[src/hdl/fbpa_pkg.sv]
// Shared constants, types and helper functions of the fixed block pool allocator.
// Used by fbpa_div, fbpa_map and the top level; depends on nothing else.
`timescale 1ns / 1ps

package fbpa_pkg;

   localparam int MAX_BLOCKS  = 4096;
   localparam int ADDR_W      = 48;
   localparam int BYTES_W     = 32;
   localparam int COUNT_W     = 13;
   localparam int CSR_W       = 48;
   localparam int CSR_IDX_W   = 2;

   localparam int WORD_W      = 32;
   localparam int WORD_IDX_W  = $clog2(WORD_W);
   localparam int MAP_ROWS    = MAX_BLOCKS / WORD_W;
   localparam int ROW_W       = $clog2(MAP_ROWS);
   localparam int INDEX_W     = $clog2(MAX_BLOCKS);

   localparam int SCAN_BITS   = 16;
   localparam int SCAN_IDX_W  = $clog2(SCAN_BITS);
   localparam int SCAN_STEPS  = MAP_ROWS / SCAN_BITS;
   localparam int SCAN_W      = $clog2(SCAN_STEPS);

   localparam int DIV_CNT_W   = $clog2(ADDR_W + 1);

   localparam logic CMD_ALLOC = 1'b0;
   localparam logic CMD_FREE  = 1'b1;

   localparam logic [1:0] ST_OK           = 2'd0;
   localparam logic [1:0] ST_EXHAUSTED    = 2'd1;
   localparam logic [1:0] ST_NOT_BLOCK    = 2'd2;
   localparam logic [1:0] ST_ALREADY_FREE = 2'd3;

   localparam logic [CSR_IDX_W-1:0] CSR_BASE  = 2'd0;
   localparam logic [CSR_IDX_W-1:0] CSR_BYTES = 2'd1;
   localparam logic [CSR_IDX_W-1:0] CSR_COUNT = 2'd2;

   typedef struct packed {
      logic              rd_en;
      logic              wr_en;
      logic [ROW_W-1:0]  row;
      logic [WORD_W-1:0] wdata;
   } map_cmd_type;

   typedef struct packed {
      logic               start;
      logic [ADDR_W-1:0]  dividend;
      logic [BYTES_W-1:0] divisor;
   } div_req_type;

   typedef struct packed {
      logic               done;
      logic [ADDR_W-1:0]  quotient;
      logic [BYTES_W-1:0] remainder;
   } div_rsp_type;

   function automatic logic [SCAN_IDX_W-1:0] lowest_set16(input logic [SCAN_BITS-1:0] v);
      logic [SCAN_IDX_W-1:0] pos;
      pos = '0;
      for (int i = SCAN_BITS - 1; i >= 0; i--) begin
         if (v[i]) begin
            pos = SCAN_IDX_W'(i);
         end
      end
      return pos;
   endfunction

   function automatic logic [WORD_IDX_W-1:0] lowest_set32(input logic [WORD_W-1:0] v);
      logic [WORD_IDX_W-1:0] pos;
      pos = '0;
      for (int i = WORD_W - 1; i >= 0; i--) begin
         if (v[i]) begin
            pos = WORD_IDX_W'(i);
         end
      end
      return pos;
   endfunction

endpackage

[src/hdl/fbpa_div.sv]
// Restoring divider, one quotient bit per cycle, for the allocator's pool-fit division and address checks.
// Depends on fbpa_pkg.
`timescale 1ns / 1ps

module fbpa_div (
   input  logic                  clock,
   input  logic                  reset,
   input  fbpa_pkg::div_req_type req,
   output fbpa_pkg::div_rsp_type rsp
);
   import fbpa_pkg::*;

   logic [ADDR_W-1:0]    quo_ff, quo_in;
   logic [BYTES_W-1:0]   rem_ff, rem_in;
   logic [BYTES_W-1:0]   dsr_ff, dsr_in;
   logic [DIV_CNT_W-1:0] cnt_ff, cnt_in;
   logic                 busy_ff, busy_in;
   logic                 done_ff, done_in;
   logic [BYTES_W:0]     trial;
   logic [BYTES_W:0]     diff;

   always_comb begin
      trial   = {rem_ff, quo_ff[ADDR_W-1]};
      diff    = trial - {1'b0, dsr_ff};
      quo_in  = quo_ff;
      rem_in  = rem_ff;
      dsr_in  = dsr_ff;
      cnt_in  = cnt_ff;
      busy_in = busy_ff;
      done_in = 1'b0;
      if (req.start) begin
         quo_in  = req.dividend;
         rem_in  = '0;
         dsr_in  = req.divisor;
         cnt_in  = DIV_CNT_W'(ADDR_W);
         busy_in = 1'b1;
      end else if (busy_ff) begin
         if (trial >= {1'b0, dsr_ff}) begin
            rem_in = diff[BYTES_W-1:0];
            quo_in = {quo_ff[ADDR_W-2:0], 1'b1};
         end else begin
            rem_in = trial[BYTES_W-1:0];
            quo_in = {quo_ff[ADDR_W-2:0], 1'b0};
         end
         cnt_in = cnt_ff - 1'b1;
         if (cnt_ff == DIV_CNT_W'(1)) begin
            busy_in = 1'b0;
            done_in = 1'b1;
         end
      end
   end

   always_ff @(posedge clock) begin
      if (reset) begin
         busy_ff <= 1'b0;
         done_ff <= 1'b0;
         cnt_ff  <= '0;
      end else begin
         busy_ff <= busy_in;
         done_ff <= done_in;
         cnt_ff  <= cnt_in;
      end
   end

   always_ff @(posedge clock) begin
      quo_ff <= quo_in;
      rem_ff <= rem_in;
      dsr_ff <= dsr_in;
   end

   assign rsp.done      = done_ff;
   assign rsp.quotient  = quo_ff;
   assign rsp.remainder = rem_ff;

endmodule

[config.mk]
export PLATFORM = sky130hd
export DESIGN_NAME = fbpa_div
export DESIGN_NICKNAME = d
export VERILOG_FILES = /design/src/hdl/fbpa_pkg.sv /design/src/hdl/fbpa_div.sv
export SDC_FILE = /design/constraint.sdc
export NUM_CORES = 1
export LEC_CHECK = 0
export ABC_AREA = 1
export BUFFER_PORTS_ARGS = -buffer_cell sky130_fd_sc_hd__buf_2
export CELL_PAD_IN_SITES_DETAIL_PLACEMENT = 0
export CELL_PAD_IN_SITES_GLOBAL_PLACEMENT = 1
export CORE_UTILIZATION = 40
export CTS_BUF_LIST = sky130_fd_sc_hd__clkbuf_2 sky130_fd_sc_hd__clkbuf_4 sky130_fd_sc_hd__clkbuf_8
export DETAILED_ROUTE_END_ITERATION = 8
export PLACE_DENSITY = 0.86
export SLEW_MARGIN = 0
export SYNTH_ARGS = -nofsm -noshare
export SYNTH_HDL_FRONTEND = slang
export SYNTH_SLANG_ARGS = --single-unit
[constraint.sdc]
create_clock -name clock -period 2.9 [get_ports clock]
set_input_delay 0.58 -clock clock [delete_from_list [all_inputs] [get_ports clock]]
set_output_delay 0.58 -clock clock [all_outputs]
set_load 0.01 [all_outputs]
### Yosys cells after proc, flatten, opt, wreduce, memory -nomap -nowiden

Cells that the tools add are included.

* order comparisons: 1
* equality and inequality tests: 1
* reduce and logical (&&, ||, !) cells: 3
* mux-type cells: 10
* $add $sub $neg: 2
* bitwise operators: 1

Operators by type and width (count)
* $mux 48: 2
* $ge 33x32->1: 1
* $mux 32: 1
* $sub 32x32->32: 1
* $mux 6: 2
* $eq 6x1->1 const B: 1
* $sub 6x1->6 const B: 1
* $mux 1: 5
* $reduce_or 3->1: 1
* $reduce_bool 2->1: 1
* $reduce_or 2->1: 1
* $not 1->1: 1

* input port bits: 83
* output and inout port bits: 81
* flip-flop bits (word level): 120
* word-level logic and storage cells: 25

### Logic depth before layout (Yosys ltp)

* word-level depth: 4
* depth in mapped cells: 17
* gate-level depth less buffers: 16

### Worst setup path before layout

Ideal clock, no wire load.

* path kind: input-to-reg
* start: input port req[80] in the netlist's numbering
* end: register quo_ff[0] (enable)
* path buffers: 1
* slack: 233 ps
* library setup time: 432 ps
* required time: 2468 ps
* stages: 3
* arrival time: 2236 ps
* path through: nor2_1 inv_1 clkbuf_1

* longest elaborated chain between the ends: 1

RTL lines
* start: declaration: line fbpa_div.sv:8 `input fbpa_pkg::div_req_type req,`
* $reduce_bool 2->1 (no source line)
* end signal: assignment: line fbpa_div.sv:66 `quo_ff <= quo_in;`
* end: declaration: line fbpa_div.sv:13 `logic [ADDR_W-1:0] quo_ff, quo_in;`

No other way between the ends.
A chain may end at the register's enable or synchronous reset.

### Worst setup path in the final report

* start: register rem_ff[27]
* end: register rem_ff[23]

* longest elaborated chain between the ends: 2

RTL lines
* start: declaration: line fbpa_div.sv:14 `logic [BYTES_W-1:0] rem_ff, rem_in;`
* start signal: assignment: line fbpa_div.sv:67 `rem_ff <= rem_in;`
* $ge 33x32->1: line fbpa_div.sv:38 `if (trial >= {1'b0, dsr_ff}) begin`
* $mux 32: line fbpa_div.sv:38

No other way between the ends.

==> results.json <==
{
  "status": "finished, final reports clean",
  "syn_nets": 1188,
  "syn_avg_cell_area_um2": 7.099,
  "routedWlPerCell_um": 14.03,
  "antenna_cells": 0,
  "grt_usage_pct": 22.35,
  "yosys-top-cells-area": "edfxtp_1, nand2_1, dfxtp_1, inv_1, ha_1",
  "first_iter_violations": 398,
  "crit_path_start_kind": "register",
  "power_leakage_nw": 4.964,
  "holdCritStartpoint": "req[23]",
  "startpoint": "rem_ff[27]",
  "cts.clk_slew.worst_paths_ns": 0.09,
  "grt_pass1_vias": 6900,
  "grt_max_degree": 65,
  "finalCriticalPeriod_ns": 2.575,
  "root_buffer": "clkbuf_8",
  "fin_crit_sh_pct": 88.78,
  "max_stage_delay_ns": 0.75,
  "worst_pin_slew_ns": 0.9163,
  "critPathSlowestCell": "nor2_2",
  "path_cells": "ha_1 -> a21oi_1 -> nand2_1 -> a21oi_1 -> nand2_1 -> nor2_2 -> nand3b_1 -> nand3_1 -> nand2_1",
  "routed_via_density": 4.677,
  "drc": 0,
  "start_util_pct": 40.74,
  "area_growth_syn_to_layout_pct": 18.94,
  "gr-total-overflow": 0,
  "yosysSeqAreaShare_pct": 42.17,
  "htree_levels": 4,
  "tns_ns": 0,
  "cts_sinks": 120,
  "max_freq_mhz": 388.4,
  "reg2reg_setup_slack_ns": 0.33,
  "synth_top_area_cell": "edfxtp_1",
  "antenna_found_initial": 0,
  "cp_common_cell": "nand2_1",
  "cts_buffer_depth": 2,
  "hold_buffers": 0,
  "dieHeight_um": 139.8,
  "syn-cell-area_um2": 7596,
  "rsz0062_at_grt": "no",
  "tritoncts": "yes",
  "dp_hpwl_um": 15740,
  "drv_cap": 0,
  "crit_type": "reg2reg",
  "die_x_um": 139.8,
  "p_per_area_nw_per_um2": 444.9,
  "synth_top_area_share_pct": 31.63,
  "die-area_um2": 19550,
  "drive_above_1_share_pct": 18.72,
  "cp.arrival_ns": 2.94,
  "ant_nets": 0,
  "r2r_start": "rem_ff[27]",
  "core-area_um2": 18640,
  "holdCritPathClass": "in2reg",
  "clock_skew_ns": 0.02126,
  "fin_nets": 1355,
  "yosys_warnings": 0,
  "required_ns": 3.26,
  "crit_family": "simple AND/OR/NAND/NOR gates",
  "num_vias": 6941,
  "crit_buf_inv": 0,
  "drtPass1Iterations": 5,
  "grt_pass1_wl_um": 34140,
  "gp_congestion": 0.9350,
  "portBuffers": 163,
  "drv_slew": 0,
  "max-slew-margin-rel_pct": 38.85,
  "finalPower_mw": 4.020,
  "wl_um": 20820,
  "clk_latency_ns": 0.46,
  "numCtsBuffers": 17,
  "yosysUniqueCellTypes": 38,
  "ios": 164,
  "peakVddDrop_v": 0.0003023,
  "cp-end-kind": "register",
  "synth-seq-cells": 120,
  "cts-resized-gates": 0,
  "path_max_fanout": 17,
  "hold_viol_final": 0,
  "postSynthCellCount": 1070,
  "fp-row-count": 50,
  "finalSetupViolCount": 0
}
[cells in the mapped netlist]
cell	number
a21oi_1	19
o21ai_0	6
nand3_1	75
nor3_2	1
or2_2	1
nor2_1	45
nand2_1	463
nor3b_1	2
o21bai_1	3
nand4_1	9
xor2_1	1
buf_1	3
nand3_2	6
nand2_4	2
inv_2	2
o21a_1	2
a211oi_1	2
buf_2	6
o21ai_1	8
and2_1	4
buf_6	4
nor4_1	1
dfxtp_1	40
nor2_2	4
ha_1	34
clkinv_1	4
a21oi_2	1
nand3b_1	15
nor2_4	3
inv_1	180
clkbuf_1	11
edfxtp_1	80
nor3_1	5
a31oi_1	2
xnor2_1	14
buf_4	2
fa_1	1
nand2_2	9
[registers in the layout, summed over array words and instances (netlist names)]
name / count
rem_ff: 32
dsr_ff: 32
cnt_ff: 6
done_ff: 1
quo_ff: 48
busy_ff: 1
[through the flow]
step	util, %	area (um^2)	worst slack [ns]	cells	hold WS (ns)
CTS	48.38	9020	0.1990	1482	0.2686
global placement	46.41	8652	0.0005889	1449	0.4661
global route	48.46	9035	0.1279	1484	0.2717
detailed placement	46.41	8652	-0.01530	1449	0.4784
floorplan	-	7596	0.2326	1070	0.4568
finish	48.46	9035	0.3254	1484	0.2911
[metal layers]
layer / share of wire [%] / GRT usage, % / vias up
li1: - / - / 3645
met1: 45 / 27.64 / 3084
met2: 46 / 37.58 / 191
met3: 6.9 / 6.573 / 21
met4: 1.6 / 6.420 / 0
met5: 0 / 0 / -
[power breakdown]
group	switching, mW	internal, mW	total, mW
combinational	0.353	0.213	0.566
clock	0.756	0.677	1.43
sequential	0.0590	1.96	2.02
total	1.17	2.85	4.02
[area by class of cell]
class,instances,area (um^2)
multi-input combinational,739,3561
tap,234,292.8
clock buffer,17,234.0
fill,1992,9608
clock inverter,15,127.6
sequential,120,3203
inverter,186,698.2
timing repair buffer,173,918.4
[worst register-to-register path, cell delays in order (launching register included)]
cell      delay, ns
dfxtp_1        0.35
ha_1           0.38
a21oi_1        0.24
nand2_1        0.10
a21oi_1        0.13
nand2_1        0.15
nor2_2         0.75
nand3b_1       0.18
nand3_1        0.13
nand2_1        0.05
[cell usage in the layout, fill, tap and decap left out, types with 3 or more instances in the layout]
| cell | count |
|---|---|
| nor2_2 | 6 |
| o21ai_0 | 6 |
| nor2_4 | 3 |
| clkbuf_8 | 17 |
| clkinv_4 | 3 |
| and2_1 | 4 |
| dfxtp_1 | 40 |
| nand3b_1 | 15 |
| nand2_2 | 9 |
| inv_6 | 4 |
| clkinv_1 | 7 |
| nand3_2 | 6 |
| o21ai_1 | 8 |
| edfxtp_1 | 80 |
| nand4_1 | 9 |
| ha_1 | 34 |
| buf_4 | 9 |
| a21oi_1 | 19 |
| inv_1 | 179 |
| inv_2 | 3 |
| o21bai_1 | 3 |
| xnor2_1 | 14 |
| nor3_1 | 5 |
| nand3_1 | 75 |
| nand2_1 | 463 |
| buf_2 | 162 |
| nor2_1 | 44 |
[worst paths after layout]
path / endpoint / cells past startpoint
setup / recovery: rem_ff[23] / 9
hold / removal: dsr_ff[23] / 1
setup reg to reg: rem_ff[23] / 9
hold reg to reg: rem_ff[22] / 2
[repair_timing]
action,4_1_cts,5_1_grt
pin swaps,1,1
buffers inserted,0,2
endpoints found under the setup margin,30,14
cloned,1,0
[logic make-up (layout without fill, tap and decap cells)]
group | Yosys count | count (layout) | share of synthesized area (%)
simple gates | 645 | 646 | 36.02
xor+xnor | 15 | 15 | 1.730
fa+ha+maj | 35 | 35 | 5.864
compound gates | 43 | 43 | 3.146
flops | 120 | 120 | 42.17
buf+inv | 212 | 391 | 11.07
Note: power is estimated with default switching activity, not from simulation.
